==> config.mk <==
export PLATFORM = sky130hd
export DESIGN_NAME = voice_channel_table_core
export DESIGN_NICKNAME = d
export VERILOG_FILES = /design/src/rtl/vct_pkg.sv /design/src/rtl/vct_ram.sv /design/src/rtl/vct_datapath.sv /design/src/rtl/vct_ctrl.sv /design/src/rtl/voice_channel_table_core.sv
export SDC_FILE = /design/constraint.sdc
export NUM_CORES = 2
export LEC_CHECK = 0
export BUFFER_PORTS_ARGS = -buffer_cell sky130_fd_sc_hd__buf_4
export CAP_MARGIN = 15
export CORE_MARGIN = 5
export CORE_UTILIZATION = 25
export CTS_CLUSTER_DIAMETER = 30
export DETAILED_ROUTE_END_ITERATION = 7
export GPL_ROUTABILITY_DRIVEN = 0
export PLACE_DENSITY = 0.51
export SYNTH_ARGS = -nofsm -noshare
export SYNTH_HDL_FRONTEND = slang
export SYNTH_SLANG_ARGS = --single-unit
==> constraint.sdc <==
create_clock -name clk -period 15.15 [get_ports clk]
set_input_delay 0.7575 -clock clk [delete_from_list [all_inputs] [get_ports clk]]
set_output_delay 0.7575 -clock clk [all_outputs]
set_load 0.01 [all_outputs]
==> src/rtl/vct_pkg.sv <==
package vct_pkg;

	localparam int CHANNEL_COUNT = 16;
	localparam int IDX_W = (CHANNEL_COUNT > 1) ? $clog2(CHANNEL_COUNT) : 1;
	localparam int LIMIT_W = 5;
	localparam int AGE_W = 64;
	localparam logic [LIMIT_W-1:0] MATCH_LIMIT_RESET = 5'd3;
	localparam logic [31:0] HANDLE_FAIL = 32'hFFFF_FFFF;

	typedef logic [IDX_W-1:0] idx_t;

	typedef enum logic [1:0] {
		MODE_ALLOC    = 2'd0,
		MODE_FIND     = 2'd1,
		MODE_FREE     = 2'd2,
		MODE_FREE_ALL = 2'd3
	} mode_t;

	typedef enum logic [1:0] {
		KIND_FIRST      = 2'd0,
		KIND_OLDEST     = 2'd1,
		KIND_NEWEST     = 2'd2,
		KIND_OLDEST_ALL = 2'd3
	} kind_t;

	typedef enum logic [1:0] {
		ST_DONE   = 2'd0,
		ST_NONE   = 2'd1,
		ST_REJECT = 2'd2
	} status_t;

	typedef struct packed {
		mode_t        mode;
		logic [15:0]  source_object;
		logic [7:0]   channel_mask;
		logic [15:0]  sound_id;
		kind_t        search_kind;
		logic         stop_found;
		logic [31:0]  voice_handle;
		logic [3:0]   entry_index;
	} req_t;

	typedef struct packed {
		status_t      status;
		logic [3:0]   found_index;
		logic [4:0]   match_count;
		logic [31:0]  found_handle;
	} rsp_t;

	typedef struct packed {
		logic [31:0]      handle;
		logic [15:0]      object;
		logic [7:0]       mask;
		logic [15:0]      sound;
		logic [AGE_W-1:0] age;
	} entry_t;

	typedef struct packed {
		logic load;
		logic scan_rd;
		idx_t rd_addr;
		logic free_rd;
		logic commit;
	} cmd_t;

	typedef struct packed {
		logic scan_done;
	} stat_t;

	function automatic logic [3:0] to_field_idx(input idx_t i);
		logic [IDX_W+3:0] t;
		t = {4'b0000, i};
		return t[3:0];
	endfunction

endpackage

==> src/rtl/vct_ram.sv <==
module vct_ram #(
	parameter int WIDTH = 8,
	parameter int DEPTH = 16
) (
	input  logic                                       clk,
	input  logic                                       wr_en,
	input  logic [((DEPTH > 1) ? $clog2(DEPTH) : 1)-1:0] wr_addr,
	input  logic [WIDTH-1:0]                           wr_data,
	input  logic                                       rd_en,
	input  logic [((DEPTH > 1) ? $clog2(DEPTH) : 1)-1:0] rd_addr,
	output logic [WIDTH-1:0]                           rd_data
);

	logic [WIDTH-1:0] mem_q [DEPTH];

	always_ff @(posedge clk) begin
		if (wr_en) begin
			mem_q[wr_addr] <= wr_data;
		end
		if (rd_en) begin
			rd_data <= mem_q[rd_addr];
		end
	end

endmodule

==> src/rtl/vct_datapath.sv <==
module vct_datapath (
	input  logic                              clk,
	input  logic                              arst_n,
	input  vct_pkg::cmd_t                     cmd,
	output vct_pkg::stat_t                    stat,
	input  vct_pkg::req_t                     request,
	input  logic                              cfg_we,
	input  logic [vct_pkg::LIMIT_W-1:0]       cfg_data,
	output logic                              done,
	output vct_pkg::rsp_t                     result
);

	localparam int CH = vct_pkg::CHANNEL_COUNT;
	localparam int IW = vct_pkg::IDX_W;
	localparam logic [vct_pkg::LIMIT_W-1:0] COUNT_MAX = '1;

	vct_pkg::req_t                    req_q;
	logic [CH-1:0]                    valid_q, valid_n;
	logic [vct_pkg::AGE_W-1:0]        age_q, age_n;
	logic [vct_pkg::LIMIT_W-1:0]      match_limit_q;
	logic                             done_q, done_n;
	logic                             found_q, found_n;
	vct_pkg::idx_t                    best_q, best_n;
	logic [vct_pkg::LIMIT_W-1:0]      count_q, count_n;
	logic [vct_pkg::AGE_W-1:0]        best_age_q, best_age_n;
	logic [31:0]                      best_handle_q, best_handle_n;
	logic                             eval_v_s1;
	vct_pkg::idx_t                    eval_idx_s1;
	logic                             result_valid_q;
	vct_pkg::rsp_t                    result_q, rsp_n;

	logic                             wr_en;
	vct_pkg::entry_t                  wr_data;
	logic [$bits(vct_pkg::entry_t)-1:0] rd_raw;
	vct_pkg::entry_t                  rec;
	vct_pkg::idx_t                    rd_addr;

	logic [IW+3:0]                    free_wide;
	vct_pkg::idx_t                    free_idx;
	logic                             free_ok;

	logic                             hit, incr, limit_hit;
	logic [vct_pkg::LIMIT_W-1:0]      cnt_inc;

	assign free_wide = {{IW{1'b0}}, req_q.entry_index};
	assign free_idx  = free_wide[IW-1:0];
	assign free_ok   = (free_wide < (IW+4)'(CH)) && valid_q[free_idx];

	assign rd_addr = cmd.free_rd ? free_idx : cmd.rd_addr;
	assign rec     = vct_pkg::entry_t'(rd_raw);

	vct_ram #(
		.WIDTH ($bits(vct_pkg::entry_t)),
		.DEPTH (CH)
	) u_entry_ram (
		.clk     (clk),
		.wr_en   (wr_en),
		.wr_addr (best_q),
		.wr_data (wr_data),
		.rd_en   (cmd.scan_rd | cmd.free_rd),
		.rd_addr (rd_addr),
		.rd_data (rd_raw)
	);

	// zero in a request field is a wildcard
	assign hit = valid_q[eval_idx_s1]
		&& (req_q.source_object == 16'd0 || rec.object == req_q.source_object)
		&& (req_q.channel_mask == 8'd0 || (rec.mask & req_q.channel_mask) != 8'd0)
		&& (req_q.sound_id == 16'd0 || rec.sound == req_q.sound_id);

	// count saturates; the limit only fires on a real increment
	assign incr      = count_q != COUNT_MAX;
	assign cnt_inc   = incr ? count_q + 1'b1 : count_q;
	assign limit_hit = incr && (cnt_inc == match_limit_q);

	always_comb begin
		done_n        = done_q;
		found_n       = found_q;
		best_n        = best_q;
		count_n       = count_q;
		best_age_n    = best_age_q;
		best_handle_n = best_handle_q;
		if (cmd.load) begin
			done_n        = 1'b0;
			found_n       = 1'b0;
			best_n        = '0;
			count_n       = '0;
			best_age_n    = (request.search_kind == vct_pkg::KIND_NEWEST) ? '0 : '1;
			best_handle_n = '0;
		end else if (eval_v_s1 && !done_q) begin
			if (req_q.mode == vct_pkg::MODE_ALLOC) begin
				if (!valid_q[eval_idx_s1]) begin
					found_n = 1'b1;
					best_n  = eval_idx_s1;
					done_n  = 1'b1;
				end
			end else if (hit) begin
				count_n = cnt_inc;
				case (req_q.search_kind)
					vct_pkg::KIND_FIRST: begin
						found_n       = 1'b1;
						best_n        = eval_idx_s1;
						best_handle_n = rec.handle;
						done_n        = 1'b1;
					end
					vct_pkg::KIND_NEWEST: begin
						if (rec.age > best_age_q) begin
							found_n       = 1'b1;
							best_n        = eval_idx_s1;
							best_age_n    = rec.age;
							best_handle_n = rec.handle;
						end
					end
					default: begin
						if (rec.age < best_age_q) begin
							found_n       = 1'b1;
							best_n        = eval_idx_s1;
							best_age_n    = rec.age;
							best_handle_n = rec.handle;
						end
					end
				endcase
				if (req_q.search_kind != vct_pkg::KIND_OLDEST_ALL && limit_hit) begin
					done_n = 1'b1;
				end
			end
		end
	end

	always_comb begin
		valid_n = valid_q;
		age_n   = age_q;
		wr_en   = 1'b0;
		wr_data = '{handle: req_q.voice_handle, object: req_q.source_object,
			mask: req_q.channel_mask, sound: req_q.sound_id, age: age_q};
		rsp_n   = '0;
		if (cmd.commit) begin
			case (req_q.mode)
				vct_pkg::MODE_ALLOC: begin
					if (!found_q) begin
						rsp_n.status = vct_pkg::ST_NONE;
					end else if (req_q.voice_handle == vct_pkg::HANDLE_FAIL) begin
						rsp_n.status      = vct_pkg::ST_REJECT;
						rsp_n.found_index = vct_pkg::to_field_idx(best_q);
					end else begin
						wr_en              = 1'b1;
						valid_n[best_q]    = 1'b1;
						age_n              = age_q + 1'b1;
						rsp_n.status       = vct_pkg::ST_DONE;
						rsp_n.found_index  = vct_pkg::to_field_idx(best_q);
						rsp_n.found_handle = req_q.voice_handle;
					end
				end
				vct_pkg::MODE_FIND: begin
					rsp_n.match_count = count_q;
					if (!found_q) begin
						rsp_n.status = vct_pkg::ST_NONE;
					end else begin
						rsp_n.status       = vct_pkg::ST_DONE;
						rsp_n.found_index  = vct_pkg::to_field_idx(best_q);
						rsp_n.found_handle = best_handle_q;
						if (req_q.stop_found) begin
							valid_n[best_q] = 1'b0;
						end
					end
				end
				vct_pkg::MODE_FREE: begin
					if (free_ok) begin
						valid_n[free_idx]  = 1'b0;
						rsp_n.status       = vct_pkg::ST_DONE;
						rsp_n.found_index  = vct_pkg::to_field_idx(free_idx);
						rsp_n.found_handle = rec.handle;
					end else begin
						rsp_n.status = vct_pkg::ST_NONE;
					end
				end
				vct_pkg::MODE_FREE_ALL: begin
					valid_n      = '0;
					rsp_n.status = vct_pkg::ST_DONE;
				end
				default: begin
					rsp_n.status = vct_pkg::ST_NONE;
				end
			endcase
		end
	end

	always_ff @(posedge clk or negedge arst_n) begin
		if (!arst_n) begin
			valid_q        <= '0;
			age_q          <= '0;
			match_limit_q  <= vct_pkg::MATCH_LIMIT_RESET;
			done_q         <= 1'b0;
			found_q        <= 1'b0;
			eval_v_s1      <= 1'b0;
			result_valid_q <= 1'b0;
		end else begin
			valid_q        <= valid_n;
			age_q          <= age_n;
			done_q         <= done_n;
			found_q        <= found_n;
			eval_v_s1      <= cmd.scan_rd;
			result_valid_q <= cmd.commit;
			if (cfg_we) begin
				match_limit_q <= cfg_data;
			end
		end
	end

	always_ff @(posedge clk) begin
		if (cmd.load) begin
			req_q <= request;
		end
		best_q        <= best_n;
		count_q       <= count_n;
		best_age_q    <= best_age_n;
		best_handle_q <= best_handle_n;
		eval_idx_s1   <= cmd.rd_addr;
		if (cmd.commit) begin
			result_q <= rsp_n;
		end
	end

	assign stat.scan_done = done_q;
	assign done           = result_valid_q;
	assign result         = result_q;

	a_strobe_single: assert property (@(posedge clk) disable iff (!arst_n)
		result_valid_q |=> !result_valid_q)
		else $error("result strobe held for more than one cycle");

	a_find_hit_reports: assert property (@(posedge clk) disable iff (!arst_n)
		(cmd.commit && req_q.mode == vct_pkg::MODE_FIND && found_q)
		|=> (result_q.status == vct_pkg::ST_DONE && result_q.match_count != '0))
		else $error("selected match reported without count");

	a_alloc_sets_valid: assert property (@(posedge clk) disable iff (!arst_n)
		wr_en |=> valid_q[$past(best_q)])
		else $error("allocated entry not marked valid");

	a_count_all_no_stop: assert property (@(posedge clk) disable iff (!arst_n)
		(eval_v_s1 && req_q.mode == vct_pkg::MODE_FIND
		&& req_q.search_kind == vct_pkg::KIND_OLDEST_ALL && !cmd.load) |=> !done_q)
		else $error("count-all search stopped early");

endmodule

==> src/rtl/vct_ctrl.sv <==
module vct_ctrl (
	input  logic            clk,
	input  logic            arst_n,
	input  logic            start,
	input  vct_pkg::mode_t  mode,
	input  vct_pkg::stat_t  stat,
	output vct_pkg::cmd_t   cmd,
	output logic            busy
);

	typedef enum logic [2:0] {
		S_IDLE,
		S_SCAN,
		S_DRAIN,
		S_FREE_RD,
		S_FIN
	} state_t;

	localparam vct_pkg::idx_t LAST = vct_pkg::idx_t'(vct_pkg::CHANNEL_COUNT - 1);

	state_t        state_q;
	vct_pkg::idx_t cnt_q;

	always_ff @(posedge clk or negedge arst_n) begin
		if (!arst_n) begin
			state_q <= S_IDLE;
			cnt_q   <= '0;
		end else begin
			case (state_q)
				S_IDLE: begin
					if (start) begin
						cnt_q <= '0;
						if (mode inside {vct_pkg::MODE_ALLOC, vct_pkg::MODE_FIND}) begin
							state_q <= S_SCAN;
						end else if (mode == vct_pkg::MODE_FREE) begin
							state_q <= S_FREE_RD;
						end else begin
							state_q <= S_FIN;
						end
					end
				end
				S_SCAN: begin
					cnt_q <= cnt_q + 1'b1;
					// an early stop leaves at most two reads in flight, which are ignored
					if (stat.scan_done) begin
						state_q <= S_FIN;
					end else if (cnt_q == LAST) begin
						state_q <= S_DRAIN;
					end
				end
				S_DRAIN: begin
					state_q <= S_FIN;
				end
				S_FREE_RD: begin
					state_q <= S_FIN;
				end
				S_FIN: begin
					state_q <= S_IDLE;
				end
				default: begin
					state_q <= S_IDLE;
				end
			endcase
		end
	end

	assign cmd.load    = (state_q == S_IDLE) && start;
	assign cmd.scan_rd = (state_q == S_SCAN);
	assign cmd.rd_addr = cnt_q;
	assign cmd.free_rd = (state_q == S_FREE_RD);
	assign cmd.commit  = (state_q == S_FIN);
	assign busy        = (state_q != S_IDLE);

	a_accept_busy: assert property (@(posedge clk) disable iff (!arst_n)
		(start && !busy) |=> busy)
		else $error("accepted request did not raise busy");

	a_scan_end: assert property (@(posedge clk) disable iff (!arst_n)
		(state_q == S_SCAN && cnt_q == LAST && !stat.scan_done) |=> state_q == S_DRAIN)
		else $error("scan did not drain after last entry");

	a_fin_once: assert property (@(posedge clk) disable iff (!arst_n)
		(state_q == S_FIN) |=> (state_q == S_IDLE))
		else $error("commit lasted more than one cycle");

endmodule

==> src/rtl/voice_channel_table_core.sv <==
// allocate and find walk the entries, then strobe the result; an early stop ends the walk sooner
// (a read per entry, a drain state, a commit state); free one: read, commit; free all: commit
// a request is taken in the strobe cycle, so a new one waits until the last one is done
// the walk is set by the single read port of the entry ram, one entry a cycle
// reset clears the valid bits, the age counter and sets match_limit to 3; entry ram is not reset
// the result is shown for one cycle with done high; the receiver cannot stall
module voice_channel_table_core (
	input  logic                         clk,
	input  logic                         arst_n,
	input  logic                         start,
	output logic                         busy,
	input  vct_pkg::req_t                request,
	output logic                         done,
	output vct_pkg::rsp_t                result,
	input  logic                         cfg_valid,
	output logic                         cfg_ready,
	input  logic [vct_pkg::LIMIT_W-1:0]  cfg_data
);

	vct_pkg::cmd_t  cmd;
	vct_pkg::stat_t stat;

	assign cfg_ready = !busy;

	vct_ctrl u_ctrl (
		.clk    (clk),
		.arst_n (arst_n),
		.start  (start),
		.mode   (request.mode),
		.stat   (stat),
		.cmd    (cmd),
		.busy   (busy)
	);

	vct_datapath u_datapath (
		.clk      (clk),
		.arst_n   (arst_n),
		.cmd      (cmd),
		.stat     (stat),
		.request  (request),
		.cfg_we   (cfg_valid && cfg_ready),
		.cfg_data (cfg_data),
		.done     (done),
		.result   (result)
	);

endmodule
==> impl_summary.md <==
Status
The flow ran to the end, and the final reports show no timing, DRC or antenna violations.

Worst setup path
The highest cell delay on the worst timing path is 970 ps. Among cell families on the critical path, the largest total delay comes from buffers and inverters. The required arrival time at the worst endpoint is roughly 16,000 ps. The capturing element type of the critical path is a flip-flop. The most numerous cell type found on the critical path is buf_4.

In this run the worst path has a maximum fanout of slightly above 100. The critical path buffer and inverter count is 3. The type of the setup path with the least slack is flip-flop to flip-flop.

The endpoint arrival time on the critical path is 6450 ps. The kind of launch point of the worst setup path is a flip-flop. The cell type of the slowest stage on the worst timing path is mux2_8. The critical path goes through and2b_4 > nand2_1 > mux2_8 > buf_12 > buf_4 > buf_4 > mux4_2 > and2_1 > a211oi_1 > a31oi_1.

STA
The highest clock rate is between 0.15 and 0.2 GHz. After layout, the worst path uses 38.8% of the clock period. Summed over all failing endpoints, the final setup total negative slack is 0 ps. The number of hold-slack violations in the final timing report is 0. For the pin with the worst max-slew slack, the measured transition is ~1200 ps. Final hold analysis gives a worst-case slack of 76.4 ps.

The number of max-slew violations in the final report was 0. After layout, the worst setup slack is 9280 ps. Between clock sinks in the finished design, the worst skew comes to 62.9 ps. Setup repair after global routing left no endpoint under its margin. Setup violations remaining at the end of the flow were counted as 0. Subtracting the final worst setup slack from the clock period gives 5870 ps. The headroom to the max-slew limit is 17.6%.

Yosys
The share of flip-flops with an asynchronous set or reset is 3.63%. The primary flip-flop cell chosen by synthesis mapping is edfxtp_1. The number of different library cells in the post-synthesis netlist is 60. Averaged over all synthesized cells, the footprint is 19.6 um^2.

The warning count from the yosys run is 0. Sequential elements use between 70% and 80% of the synthesized area. Counting flops and latches in the post-synthesis netlist gives 2,641. After technology mapping, the gate count stands at approximately 5.2k.

The net count after synthesis is ~5.4k. In this run, synthesis inferred 2,500 flip-flops with an integrated enable. The combined area of all synthesized cells is 102,000 um^2.

Clock network
The insertion delay to the later sink of the worst-skew pair is 890 ps. The clock sink count is ~2.6k. The maximum buffer depth of the clock tree is 4. The TritonCTS clock tree is yes. In this run the clock root is driven by a clkbuf_16. The total number of H-tree levels is 6. The number of CTS-inserted buffers is 541. The clock-pin slew on the worst setup and hold paths is 50 ps.

Pwr
The proportion of power drawn by the clock network is 47.6%. Registers are responsible for 37.1% of the overall power. The power share of the combinational group is 15.3%. The worst-case IR drop observed on VDD is 0.000146 V. The leakage power total is roughly 42 nW. The switching power of the nets is 6.41 mW. The cell-internal power is 18.2 mW. The power density of the placed cells is ~190 nW/um^2. The switching part of the total is 26.1%.

Drt
In the routed design, unresolved DRC markers number 0. The remaining antenna violation count after routing is 0. Using the TritonRoute via totals, the vias-per-cell ratio works out to 4.58. The number of violations reported at the end of detailed-routing iteration 0 is ~4.7k.

For this block, the via count after detailed routing is 53.4k. For this run, the detailed router's first-pass iteration total came to 8. The routed length per placed instance is 23.6 um.

The total wire length is around 270,000 um.

Floorplanning
From bottom edge to top edge, the die measures 650 um. 136 I/O pins were placed. The number of placement rows is approximately 240. The die covers 422,000 um^2.

The core region area is 409,000 um^2. The initial utilization of the core area, before any placement, comes to about a quarter. The floorplan die width is about 650 um.

Layout
The count of filler cells inserted in the layout is about 39k. The post-route netlist has 27.5% of its cells at a drive strength greater than 1. For this run, the share of the core covered by cells in the final layout is 31.5%.

The library cells used most frequently in the layout, excluding fill and tap cells, are edfxtp_1 (2,500), mux4_2 (551), clkbuf_16 (550), nand2_1 (494), buf_4 (221). For this run, the post-layout net count is 5,931. The area growth from synthesis to final layout is 26.0%.

Leaving out fill and tap cells, the most frequent cell in the layout is edfxtp_1. For this run, the number of standard cells in the final layout without fillers is 11.7k.

GRT
The initial antenna violation count is 17. The total track usage is around 13%. The first global-routing pass estimated 398,000 um of wire. Global routing finished with a remaining overflow of 0. Entering global routing, the biggest net connects between 100 and 150 pins.

The via count of the first global-routing pass is 56.6k.

Place
The worst setup slack before clock tree synthesis is 9080 ps. Once detailed placement completed, the half-perimeter wirelength came to 135,000 um. The count of placed standard cells including taps is between 10k and 15k.

The count of input and output buffers is 135.

Worst hold path
The tightest min-delay check is of the primary input to flip-flop type.

Run
Across the run, the number of max-cap violations was 0.
-- power by group through the flow --
stage	clock (mW)	combinational (mW)	sequential [mW]
6_report	11.7	3.77	9.12
5_1_grt	12.3	4.11	9.16
4_1_cts	11.9	3.85	9.12
3_5_place_dp	0	3.83	9.24
3_3_place_gp	0	3.80	9.23
2_1_floorplan	0	2.75	9.06
-- logic make-up after synthesis --
kind of cell,share of synthesized area [%]
AO/OA/AOI/OAI,3.36
adder cells (fa/ha/maj),0.881
AND/OR/NAND/NOR,4.47
multiplexers,12.3
buffers and inverters,1.44
XOR/XNOR,0.890
flip-flops,76.6
-- area by class of cell --
cell class / instances / area [um^2] / share of cell area [%]
sequential: 2641 / 78400 / 60.8
multi-input combinational: 2224 / 22700 / 17.6
clock buffer: 639 / 14300 / 11.1
tap: 5451 / 6820 / 5.29
clock inverter: 339 / 3970 / 3.08
timing repair buffer: 283 / 2450 / 1.90
inverter: 78 / 300 / 0.233
antenna: 1 / 2.50 / 0.00194
-- what timing repair did --
action,4_1_cts,5_1_grt
gates resized for setup,0,0
endpoints found under the hold margin,98,0
setup buffers,0,0
hold buffers,44,0
-- worst register-to-register path, delay by kind of cell (launching register included) --
family | cells | cell delay [ps]
buffers and inverters | 3 | 2100
multiplexers | 2 | 1400
AND/OR/NAND/NOR | 3 | 1320
flip-flops | 1 | 460
AO/OA/AOI/OAI | 2 | 330
-- state kept, by name, summed over array words and instances, names as in the netlist, 5 cells and up --
| register | flops |
|---|---|
| u_datapath.u_entry_ram.mem_q | 2176 |
| u_datapath.req_q | 77 |
| u_datapath.result | 43 |
| u_datapath.valid_q | 16 |
| u_datapath.u_entry_ram.rd_data | 136 |
| u_datapath.best_handle_q | 32 |
| u_datapath.match_limit_q | 5 |
| u_datapath.count_q | 5 |
| u_datapath.age_q | 64 |
| u_datapath.best_age_q | 64 |
-- path summary, 6_finish.rpt --
check | startpoint | to | slack [ps] | cells after the start
setup / recovery | u_ctrl.state_q[0] | u_datapath.u_entry_ram.rd_data[70] | 9280 | 10
hold / removal | request[40] | u_datapath.req_q[40] | 80 | 1
setup reg to reg | u_ctrl.state_q[0] | u_datapath.u_entry_ram.rd_data[70] | 9280 | 10
hold reg to reg | u_datapath.best_handle_q[21] | u_datapath.best_handle_q[21] | 470 | 2
max in group asynchronous | arst_n | u_datapath.age_q[54] | 13450 | 3
min in group asynchronous | arst_n | u_datapath.age_q[61] | 540 | 2
-- stage by stage --
step | power [mW] | area [um^2]
after floorplan | 11.8 | 102000
after global placement | 13.0 | 110000
after detailed placement | 13.1 | 110000
after CTS | 24.9 | 129000
after global routing | 25.6 | 129000
final | 24.6 | 129000
-- per-layer routing --
metal / part of all wire, % / track usage [%] / routed length, um / up-vias
met1: 44 / 17.3 / 122000 / 28671
met4: 2.1 / 3.50 / 5810 / 10
met5: 0.019 / 0 / 52 / -
met3: 5.4 / 1.93 / 14800 / 423
met2: 48 / 20.8 / 133000 / 1799
li1: - / - / - / 22510
-- Yosys cell counts (12+ instances only) --
| library cell | number | area [um^2] |
|---|---|---|
| nor2_1 | 115 | 432 |
| buf_2 | 72 | 360 |
| nor2b_1 | 24 | 150 |
| nand2_1 | 496 | 1860 |
| a21oi_1 | 81 | 405 |
| o21ai_0 | 48 | 240 |
| nor4_1 | 21 | 131 |
| ha_1 | 72 | 901 |
| edfxtp_1 | 2500 | 75100 |
| or3b_2 | 22 | 193 |
| dfrtp_1 | 94 | 2350 |
| o211ai_1 | 22 | 165 |
| buf_1 | 21 | 78.8 |
| a31oi_1 | 151 | 945 |
| dfxtp_1 | 45 | 901 |
| and3_1 | 23 | 144 |
| clkbuf_1 | 189 | 709 |
| mux4_2 | 551 | 12400 |
| nor3_1 | 12 | 60.1 |
| inv_1 | 78 | 293 |
| a211oi_1 | 136 | 1020 |
| a222oi_1 | 32 | 320 |
| xnor2_1 | 53 | 464 |
| xor2_1 | 51 | 447 |
| and2_1 | 134 | 838 |
| nand4_1 | 32 | 200 |
| nand3_1 | 59 | 295 |
(Power assumes the default switching activity.)
